--- src/particle_pool_update_assert.svh ---
// ----------------------------------------------------------------------------
// particle_pool_update_assert
// assertion macros shared by the particle pool modules
// ----------------------------------------------------------------------------
`ifndef PARTICLE_POOL_UPDATE_ASSERT_SVH
`define PARTICLE_POOL_UPDATE_ASSERT_SVH

`ifndef SYNTHESIS
// implication checked on every clock edge outside reset
`define PPU_ASSERT_IMPL(lbl, ante, cons) \
  lbl: assert property (@(posedge clk_i) disable iff (!rst_ni) (ante) |-> (cons)) \
    else $error("particle pool assertion failed");
// condition that must never hold
`define PPU_ASSERT_NEVER(lbl, expr) \
  lbl: assert property (@(posedge clk_i) disable iff (!rst_ni) !(expr)) \
    else $error("particle pool assertion failed");
// condition that must hold in the cycle after the trigger
`define PPU_ASSERT_NEXT(lbl, ante, cons) \
  lbl: assert property (@(posedge clk_i) disable iff (!rst_ni) (ante) |=> (cons)) \
    else $error("particle pool assertion failed");
`else
`define PPU_ASSERT_IMPL(lbl, ante, cons)
`define PPU_ASSERT_NEVER(lbl, expr)
`define PPU_ASSERT_NEXT(lbl, ante, cons)
`endif

`endif

--- src/ppu_pkg.sv ---
// ----------------------------------------------------------------------------
// ppu_pkg
// types, codes and arithmetic helpers of the particle pool
// ----------------------------------------------------------------------------
package ppu_pkg;

  localparam int CfgIdxW = 3;
  localparam logic [CfgIdxW-1:0] CFG_INITIAL_LIFE = 3'd0;
  localparam logic [CfgIdxW-1:0] CFG_START_X      = 3'd1;
  localparam logic [CfgIdxW-1:0] CFG_START_Y      = 3'd2;
  localparam logic [CfgIdxW-1:0] CFG_START_Z      = 3'd3;
  localparam logic [CfgIdxW-1:0] CFG_GRAVITY_HALF = 3'd4;

  localparam logic KIND_SPAWN = 1'b0;
  localparam logic KIND_TICK  = 1'b1;

  localparam int InDataW  = 168;
  localparam int OutDataW = 144;

  typedef enum logic [2:0] {
    ST_IDLE,
    ST_SPAWN,
    ST_TICK_PRE,
    ST_TICK,
    ST_FLUSH
  } state_e;

  // one pool slot as stored in the memory
  typedef struct packed {
    logic signed [31:0] life;
    logic signed [31:0] pos_x;
    logic signed [31:0] pos_y;
    logic signed [31:0] pos_z;
    logic signed [31:0] vel_x;
    logic signed [31:0] vel_y;
    logic signed [31:0] vel_z;
    logic [7:0]         red;
    logic [7:0]         green;
    logic [7:0]         blue;
    logic [7:0]         alpha;
    logic [15:0]        size;
  } slot_t;

  typedef struct packed {
    logic signed [31:0] pos_x;
    logic signed [31:0] pos_y;
    logic signed [31:0] pos_z;
    logic [15:0]        size;
    logic [7:0]         red;
    logic [7:0]         green;
    logic [7:0]         blue;
    logic [7:0]         alpha;
  } res_t;

  typedef struct packed {
    logic can_emit;
    logic can_flush;
  } out_stat_t;

  // clamp a 35-bit signed value to the signed 32-bit range
  function automatic logic signed [31:0] sat32(input logic signed [34:0] v);
    logic signed [31:0] r;
    if (v > 35'sd2147483647) begin
      r = 32'sh7FFFFFFF;
    end else if (v < -35'sd2147483648) begin
      r = 32'sh80000000;
    end else begin
      r = v[31:0];
    end
    return r;
  endfunction

endpackage

--- src/ppu_out.sv ---
// ----------------------------------------------------------------------------
// ppu_out
// holds the newest result of a tick until the next one shows whether it is
// the last, and drives the output register
// ----------------------------------------------------------------------------
`include "particle_pool_update_assert.svh"

module ppu_out import ppu_pkg::*; (
  input  logic                clk_i,
  input  logic                rst_ni,
  input  logic                emit_i,
  input  res_t                emit_res_i,
  input  logic                flush_i,
  output out_stat_t           stat_o,
  output logic                m_axis_tvalid,
  input  logic                m_axis_tready,
  output logic [OutDataW-1:0] m_axis_tdata,  // pos_x, pos_y, pos_z, size, red, green, blue, alpha
  output logic                m_axis_tlast,
  output logic                m_axis_tuser   // none_alive
);

  logic p_valid_q;
  res_t p_res_q;
  logic o_valid_q;
  res_t o_res_q;
  logic o_last_q;
  logic o_none_q;
  logic o_free;

  assign o_free          = !o_valid_q || m_axis_tready;
  assign stat_o.can_emit  = !p_valid_q || o_free;
  assign stat_o.can_flush = o_free;

  always_ff @(posedge clk_i or negedge rst_ni) begin
    if (!rst_ni) begin
      p_valid_q <= 1'b0;
      o_valid_q <= 1'b0;
    end else begin
      if (emit_i) begin
        p_valid_q <= 1'b1;
        if (p_valid_q) begin
          o_valid_q <= 1'b1;
        end else if (m_axis_tready) begin
          o_valid_q <= 1'b0;
        end
      end else if (flush_i) begin
        p_valid_q <= 1'b0;
        o_valid_q <= 1'b1;
      end else if (m_axis_tready) begin
        o_valid_q <= 1'b0;
      end
    end
  end

  always_ff @(posedge clk_i) begin
    if (emit_i) begin
      p_res_q <= emit_res_i;
      if (p_valid_q) begin
        o_res_q  <= p_res_q;
        o_last_q <= 1'b0;
        o_none_q <= 1'b0;
      end
    end else if (flush_i) begin
      o_last_q <= 1'b1;
      if (p_valid_q) begin
        o_res_q  <= p_res_q;
        o_none_q <= 1'b0;
      end else begin
        o_res_q  <= '0;
        o_none_q <= 1'b1;
      end
    end
  end

  assign m_axis_tvalid = o_valid_q;
  assign m_axis_tdata  = {o_res_q.alpha, o_res_q.blue, o_res_q.green, o_res_q.red,
                          o_res_q.size, o_res_q.pos_z, o_res_q.pos_y, o_res_q.pos_x};
  assign m_axis_tlast  = o_last_q;
  assign m_axis_tuser  = o_none_q;

  `PPU_ASSERT_IMPL(a_emit_room, emit_i, stat_o.can_emit)
  `PPU_ASSERT_NEVER(a_emit_flush, emit_i && flush_i)
  `PPU_ASSERT_NEXT(a_flush_last, flush_i, m_axis_tvalid && m_axis_tlast)
  `PPU_ASSERT_IMPL(a_none_last, m_axis_tvalid && m_axis_tuser, m_axis_tlast)

endmodule

--- config.mk ---
export PLATFORM = sky130hd
export DESIGN_NAME = ppu_out
export DESIGN_NICKNAME = d
export VERILOG_FILES = /design/src/ppu_pkg.sv /design/src/ppu_out.sv
export VERILOG_INCLUDE_DIRS = /design/src /design/src/src
export SDC_FILE = /design/constraint.sdc
export NUM_CORES = 1
export LEC_CHECK = 0
export BUFFER_PORTS_ARGS = -buffer_cell sky130_fd_sc_hd__buf_2
export CAP_MARGIN = 20
export CORE_UTILIZATION = 55
export CTS_CLUSTER_DIAMETER = 100
export DETAILED_ROUTE_END_ITERATION = 12
export PLACE_DENSITY = 0.87
export RECOVER_POWER = 100
export SLEW_MARGIN = 25
export SYNTH_ARGS = -nofsm -noshare
export SYNTH_HDL_FRONTEND = slang
export SYNTH_SLANG_ARGS = --single-unit
export TNS_END_PERCENT = 5
--- constraint.sdc ---
create_clock -name clk_i -period 6.3 [get_ports clk_i]
set_clock_uncertainty 0.2 [all_clocks]
set_input_delay 1.89 -clock clk_i [delete_from_list [all_inputs] [get_ports clk_i]]
set_output_delay 1.89 -clock clk_i [all_outputs]
set_load 0.02 [all_outputs]
[After elaboration in Yosys (flattened, before gate mapping)]
Cells that the tools add are included.
Word-level totals
  bits in registers: 292
  bits of input ports: 149
  output and inout bits: 149
  word-level logic and storage cells: 43
Operators by class
  eq/ne operators: 1
  multiplexer cells: 16
  reduce and logical (&&, ||, !) cells: 6
Operator list (number)
  two-way mux 144 bit: 4
  two-way mux 1 bit: 12
  logical NOT 1 bit: 2
  logical OR 1 bit: 2
  inequality test 2 x 1 -> 1 bit (second input constant): 1
  AND reduction 2 bit: 1
  nonzero test 2 bit: 1

[Logic depth before layout (Yosys ltp)]
Gate-level depths: netlist (run 1).
  depth after elaboration: 3
  mapped depth: 4
  gate-level depth less buffers: 2

[Worst setup path after synthesis (run 1)]
Ideal clock, no wire load.
  path type: input -> register
  from: input port emit_i
  to: register o_res_q (netlist bit m_axis_tdata[0]), enable pin
  setup time: 445 ps
  arrival: 3820 ps
  required time: 5655 ps
  slack: 1835 ps
  cell stages on the path: 1
  path buffers: 0
  path through: mux2_2
On the way
  longest elaborated chain between the ends: 2
  elaborated cells on any way between the ends: 3
  classes of those cells: eq/ne (1); reduce/logical (2)
Ends and longest elaborated chain
  start: declaration: line ppu_out.sv:11  | input logic emit_i,
  inequality test 2 x 1 -> 1 bit (no line) or nonzero test 2 bit (tied branches)
  AND reduction 2 bit (no line) (*)
  end signal: assignment: line ppu_out.sv:59  | o_res_q <= p_res_q;
  end signal: assignment: line ppu_out.sv:66  | o_res_q <= p_res_q;
  end: declaration: line ppu_out.sv:25  | res_t o_res_q;
Every way passes the cells marked *; elsewhere a longest branch is shown, timed or not.
A chain may end at the register's enable or synchronous reset.

[Final worst setup path (run 1)]
  from: input port emit_i
  to: register o_res_q (netlist bit m_axis_tdata[80]), enable pin
Same word-level chain as after synthesis.

==> results.json, run 1 <==
{
  "syn_inst": 460,
  "wl_per_cell_um": 16.8,
  "yosysTopAreaCellShare": 0.888,
  "status": "finished with violations",
  "p_switching_mw": 0.983,
  "ys_types": 11,
  "gp_congestion": 0.784,
  "dr_total_vias": 4962,
  "rr_startpoint": "p_valid_q",
  "die_w_um": 136,
  "clockPowerShare": 0.383,
  "setup_tns_ps": 0,
  "ys_seq_elements": 292,
  "fp-row-count": 48,
  "ant_nets": 0,
  "post-dp-hpwl_mm": 11.2,
  "drt_iter0_drc": 225,
  "synthTopCellsByCount": "edfxtp_1 (290), nor2b_1 (144), buf_2 (9)",
  "clkTransAtPathRegs_ps": 60,
  "clockBufferDepth": 3,
  "grt_pass1_wl_mm": 24.7,
  "slew_viol_final": 89,
  "synth_ff_type": "edfxtp_1",
  "min-delay-start": "p_res_q[96]",
  "violations": "capacitance limit, slew limit",
  "yosysTopAreaCell": "edfxtp_1",
  "min_period_over_period": 0.817,
  "cp.arrival_ps": 5100,
  "final_nets": 926,
  "clock_sinks": 292,
  "power_mw": 4.49,
  "cts_setup_buffers": 0,
  "grt_pass1_vias": 4843,
  "critical_path.slowest_cell": "clkbuf_2",
  "crit_fanout": 88,
  "fillers": 1108,
  "drv_cap": 1,
  "antenna_found_initial": 2,
  "io_buffers": 297,
  "internal_power_mw": 3.51,
  "worst_pin_slew_ps": 2200,
  "syn_area_um2": 9810,
  "startpoint_type": "input pin",
  "die_h_um": 136,
  "path_buf_inv": 3,
  "post_cts_resized": 0,
  "reg2regPathDepth": 3,
  "hold_viol": 0,
  "worst_slew_margin_rel": -0.464,
  "cellPowerDensity_nw_per_um2": 363,
  "crit_type": "input pin to flip-flop",
  "synth_edf_count": 290,
  "yosysSeqAreaShare": 0.893,
  "drive_gt1_frac": 0.253,
  "insertion_delay_ps": 520,
  "grtUsageTotal": 0.180,
  "yosysWarningCount": 0,
  "rsz0062_at_grt": "false",
  "core_area_um2": 17400,
  "whs_path_depth": 1,
  "ys_async_sr_fraction": 0.00685,
  "setup_violations": 0,
  "post-route-drc-count": 0,
  "totalWireLength_mm": 17.3,
  "pwr-share-seq": 0.533,
  "dieArea_um2": 18400,
  "comb_power_share": 0.084,
  "vias_per_cell": 4.84,
  "htree_levels": 1,
  "cts_hold_buffers": 0,
  "irDropWorstVdd_mv": 0.295,
  "max_freq_ghz": 0.194,
  "cts-buffers-inserted": 28,
  "p_sw_frac": 0.219,
  "initial_core_util": 0.565,
  "period_needed_ps": 5150,
  "cp_top_family": "buffers and inverters",
  "io_pins": 298,
  "hold-path-endpoint": "m_axis_tdata[48]",
  "path_cells": "clkbuf_2 -> mux2_8 -> buf_16 -> clkbuf_1",
  "end_kind": "flip-flop",
  "hold_path.class": "flip-flop to flip-flop",
  "avgSynthCellArea_um2": 21.3,
  "synth_most_common_cell": "edfxtp_1",
  "r2r_end": "m_axis_tdata[80]",
  "syn_to_final_growth_pct": 26.2,
  "grt_max_degree": 139,
  "dr.pass1.iters": 5,
  "syn_nets": 609,
  "critPathMaxStageDelay_ps": 1510,
  "cts_tree": "built",
  "leakage_nw": 4.59,
  "overflow": 0,
  "ff2ff_setup_slack_ps": 3920,
  "cp.required_ps": 6250,
  "cts-root-buf": "clkbuf_16",
  "synthTopCellsByArea": "edfxtp_1 (89%), nor2b_1 (9.2%), buf_4 (0.54%)"
}
-- how the worst max path moves through the flow --
stage                        from               end  slack [ps]  cells past startpoint
global placement    m_axis_tready         stat_o[1]        1650                      4
floorplan                  emit_i   m_axis_tdata[0]        1830                      1
global route               emit_i  m_axis_tdata[72]         860                      4
detailed placement  m_axis_tready         stat_o[1]        1620                      4
CTS                 m_axis_tready         stat_o[1]        1630                      4
finish                     emit_i  m_axis_tdata[80]        1150                      4
-- power groups by stage --
stage / combinational, mW / clock (mW) / sequential, mW
global route: 0.405 / 1.83 / 2.41
floorplan: 0.0885 / 0 / 2.56
global placement: 0.394 / 0 / 2.42
finish: 0.378 / 1.72 / 2.39
CTS: 0.406 / 1.75 / 2.39
detailed placement: 0.404 / 0 / 2.43
-- metal layers --
metal,global-route usage,up-vias,share of wire
li1,-,2323,-
met1,0.192,2383,0.36
met2,0.322,218,0.52
met3,0.0662,38,0.091
met4,0.0674,0,0.026
met5,0,-,0
-- registers in the layout, summed over array words and instances (netlist names) --
register / cells
m_axis_tdata: 144
m_axis_tlast: 1
m_axis_tuser: 1
m_axis_tvalid: 1
p_res_q: 144
p_valid_q: 1
-- through the flow --
step                instances  cell area, µm²  hold slack [ps]  setup WS [ps]   util
floorplan                 460            9810              309           1830      -
global placement          970           11500              310           1650  0.665
detailed placement        970           11500              319           1620  0.665
CTS                      1022           12500              330           1630  0.722
global route             1025           12400              346            860  0.713
finish                   1026           12400              329           1150  0.713
-- placed cells by master (no fill, tap or decap), drive strengths merged --
cell type,n
edfxtp,290
clkbuf,185
buf,148
nor2b,144
clkinv,15
bufinv,5
diode,2
inv,2
nand2b,2
clkinvlp,2
dfrtp,2
nor2,1
mux2,1
or2,1
o21ai,1
-- cell families (layout without fill, tap and decap cells) --
group,Yosys count,after routing,synth area share
AO/OA/AOI/OAI,1,1,0.000510
buffers and inverters,18,357,0.0107
flip-flops,292,292,0.893
multiplexers,1,1,0.00115
other,0,2,0
AND/OR/NAND/NOR,148,148,0.0949
-- worst reg2reg max path, stage by stage (launching register included) --
cell      delay, ps
dfrtp_1         440
mux2_8          510
buf_16          380
clkbuf_1        490
-- final cells by class --
type,count,area [µm²],area share
flip-flops and latches,292,8760,0.707
repair buffers,303,1390,0.112
multi-input cells,150,962,0.0777
clock buffers,30,729,0.0589
well taps,225,282,0.0227
clock inverters,22,249,0.0201
inverters,2,7.51,0.000606
diodes,2,5.00,0.000404
(Power assumes the default switching activity.)
==> run 2: changes to the inputs <==
--- a/config.mk
+++ b/config.mk
@@ -6,12 +6,13 @@
 export SDC_FILE = /design/constraint.sdc
 export NUM_CORES = 1
 export LEC_CHECK = 0
+export ABC_AREA = 1
 export BUFFER_PORTS_ARGS = -buffer_cell sky130_fd_sc_hd__buf_2
 export CAP_MARGIN = 20
-export CORE_UTILIZATION = 55
+export CORE_UTILIZATION = 46
 export CTS_CLUSTER_DIAMETER = 100
 export DETAILED_ROUTE_END_ITERATION = 12
-export PLACE_DENSITY = 0.87
+export PLACE_DENSITY = 0.77
 export RECOVER_POWER = 100
 export SLEW_MARGIN = 25
 export SYNTH_ARGS = -nofsm -noshare
==> constraint.sdc (replaced) <==
create_clock -name clk_i -period 4.4 [get_ports clk_i]
set_clock_uncertainty 0.2 [all_clocks]
set_input_delay 1.32 -clock clk_i [delete_from_list [all_inputs] [get_ports clk_i]]
set_output_delay 1.32 -clock clk_i [all_outputs]
set_load 0.02 [all_outputs]
==> run 2 against run 1 <==
The run still ends with capacitance limit, slew limit left; largest power group unchanged; register-to-register slack got worse by 2000 ps; routed wire length increased by 7.7%; final area increased by 1.6%; critical path depth unchanged; final cell count increased by 19%; flip-flop and latch count unchanged.
==> results.json, run 2 <==
{
  "totalWireLength_mm": 18.6,
  "drv_cap": 1,
  "ys_types": 10,
  "io_pins": 298,
  "cts_tree": "built",
  "cts_setup_buffers": 0,
  "path_buf_inv": 2,
  "dr_total_vias": 5425,
  "yosysSeqAreaShare": 0.878,
  "post_cts_resized": 0,
  "end_kind": "flip-flop",
  "place_area_um2": 11800,
  "antenna_found_initial": 3,
  "hold-path-endpoint": "m_axis_tdata[42]",
  "rsz0062_at_grt": "false",
  "rr_startpoint": "p_valid_q",
  "final_nets": 1074,
  "worst_pin_slew_ps": 1610,
  "syn_inst": 607,
  "synth_ff_type": "edfxtp_1",
  "drive_gt1_frac": 0.201,
  "ant_nets": 0,
  "crit_fanout": 81,
  "dr.pass1.iters": 4,
  "fp-row-count": 53,
  "path_cells": "clkbuf_1 -> nand2_1 -> nand2_8 -> buf_12",
  "min-delay-start": "p_res_q[90]",
  "max_freq_ghz": 0.298,
  "whs_path_depth": 2,
  "period_needed_ps": 3360,
  "status": "finished with violations",
  "synthTopCellsByArea": "edfxtp_1 (87%), inv_1 (5.5%), nor2_1 (5.4%)",
  "htree_levels": 1,
  "critPathMaxStageDelay_ps": 710,
  "critical_path.slowest_cell": "clkbuf_1",
  "crit_type": "input pin to flip-flop",
  "drt_iter0_drc": 242,
  "clockBufferDepth": 3,
  "grtUsageTotal": 0.163,
  "final_cell_mix": "edfxtp_1 (290), clkbuf_1 (161), inv_1 (147), nor2_1 (144), buf_2 (139)",
  "ff2ff_setup_slack_ps": 1960,
  "hold_viol": 0,
  "initial_core_util": 0.472,
  "cp.arrival_ps": 3380,
  "dieArea_um2": 22300,
  "overflow": 0,
  "syn_to_final_growth_pct": 26.1,
  "worst_slew_margin_rel": -0.0713,
  "grt_max_degree": 146,
  "startpoint_type": "input pin",
  "irDropWorstVdd_mv": 0.387,
  "post-route-drc-count": 0,
  "yosysTopAreaCellShare": 0.873,
  "clkTransAtPathRegs_ps": 60,
  "hold_path.class": "flip-flop to flip-flop",
  "insertion_delay_ps": 540,
  "clock_sinks": 292,
  "yosysWarningCount": 0,
  "cellPowerDensity_nw_per_um2": 509,
  "cp_top_family": "buffers and inverters",
  "synth_edf_count": 290,
  "startpoint": "emit_i",
  "final-seq-area_um2": 8760,
  "ys_async_sr_fraction": 0.00685,
  "setup_tns_ps": 0,
  "post-dp-hpwl_mm": 12.0,
  "leakage_nw": 5.19,
  "wl_per_cell_um": 15.2,
  "slew_viol_final": 146,
  "synthTopCellsByCount": "edfxtp_1 (290), inv_1 (147), nor2_1 (144)",
  "yosysTopAreaCell": "edfxtp_1",
  "violations": "capacitance limit, slew limit",
  "cts-buffers-inserted": 30,
  "final_area_um2": 12600,
  "cts-root-buf": "clkbuf_16",
  "avgSynthCellArea_um2": 16.4,
  "syn_area_um2": 9980,
  "cp.required_ps": 4420,
  "min_period_over_period": 0.764,
  "multi_input_area_um2": 598,
  "fillers": 1683,
  "synth_most_common_cell": "edfxtp_1",
  "grt_pass1_wl_mm": 27.6,
  "die_h_um": 149,
  "final_common_cell": "edfxtp_1",
  "reg2regPathDepth": 3,
  "cts_hold_buffers": 0,
  "vias_per_cell": 4.43,
  "setup_violations": 0,
  "core_area_um2": 21200,
  "io_buffers": 297,
  "syn_nets": 756,
  "ys_seq_elements": 292,
  "r2r_end": "m_axis_tdata[12]",
  "die_w_um": 149,
  "gp_congestion": 0.761,
  "grt_pass1_vias": 5346
}
-- run 2: worst max-delay path by stage --
stage | endpoint | cells past startpoint
after detailed placement | stat_o[0] | 4
after floorplan | m_axis_tdata[0] | 3
after global routing | m_axis_tdata[21] | 4
final | m_axis_tdata[125] | 4
after global placement | stat_o[1] | 4
after CTS | stat_o[0] | 4
-- run 2: through the flow --
step	instances	setup slack (ps)	hold WS (ps)	power, mW	utilization
3_5_place_dp	1168	1170	329	4.05	0.559
2_1_floorplan	607	562	319	3.78	-
4_1_cts	1223	1170	337	6.51	0.605
3_3_place_gp	1168	1190	320	4.02	0.559
5_1_grt	1224	779	337	6.64	0.595
6_report	1225	1040	338	6.40	0.595
-- run 2: metal layers --
layer | GRT usage | wire length, µm | vias up
li1 | - | - | 2628
met1 | 0.187 | 6990 | 2514
met2 | 0.283 | 9330 | 235
met3 | 0.0483 | 1650 | 48
met4 | 0.0694 | 625 | 0
met5 | 0 | 0 | -
-- run 2: layout make-up --
class / instances / share of cell area
repair buffers: 302 / 0.107
well taps: 275 / 0.0273
clock inverters: 21 / 0.0147
multi-input cells: 152 / 0.0475
clock buffers: 34 / 0.0626
flip-flops and latches: 292 / 0.696
inverters: 147 / 0.0439
diodes: 2 / 0.000398
-- run 2: where the power goes --
part	total, mW	internal, mW	switching, mW	leakage [nW]
Combinational	0.535	0.146	0.389	1.83
Sequential	3.42	3.35	0.0650	2.88
Clock	2.45	1.45	0.993	0.479
Total	6.40	4.95	1.45	5.19
-- run 2: logic make-up (layout without fill, tap and decap cells) --
logic type / count (synthesis) / in the layout / share of synthesized area
AOI/OAI and AO/OA: 1 / 1 / 0.000501
buffers and inverters: 163 / 504 / 0.0638
DFF: 292 / 292 / 0.878
other: 0 / 2 / 0
and+or+nand+nor: 151 / 151 / 0.0578
-- run 2: worst reg2reg max path: stages, from the launching register on --
cell	delay [ps]
dfrtp_1	440
nor2_4	90
clkbuf_4	1200
nor2_1	200
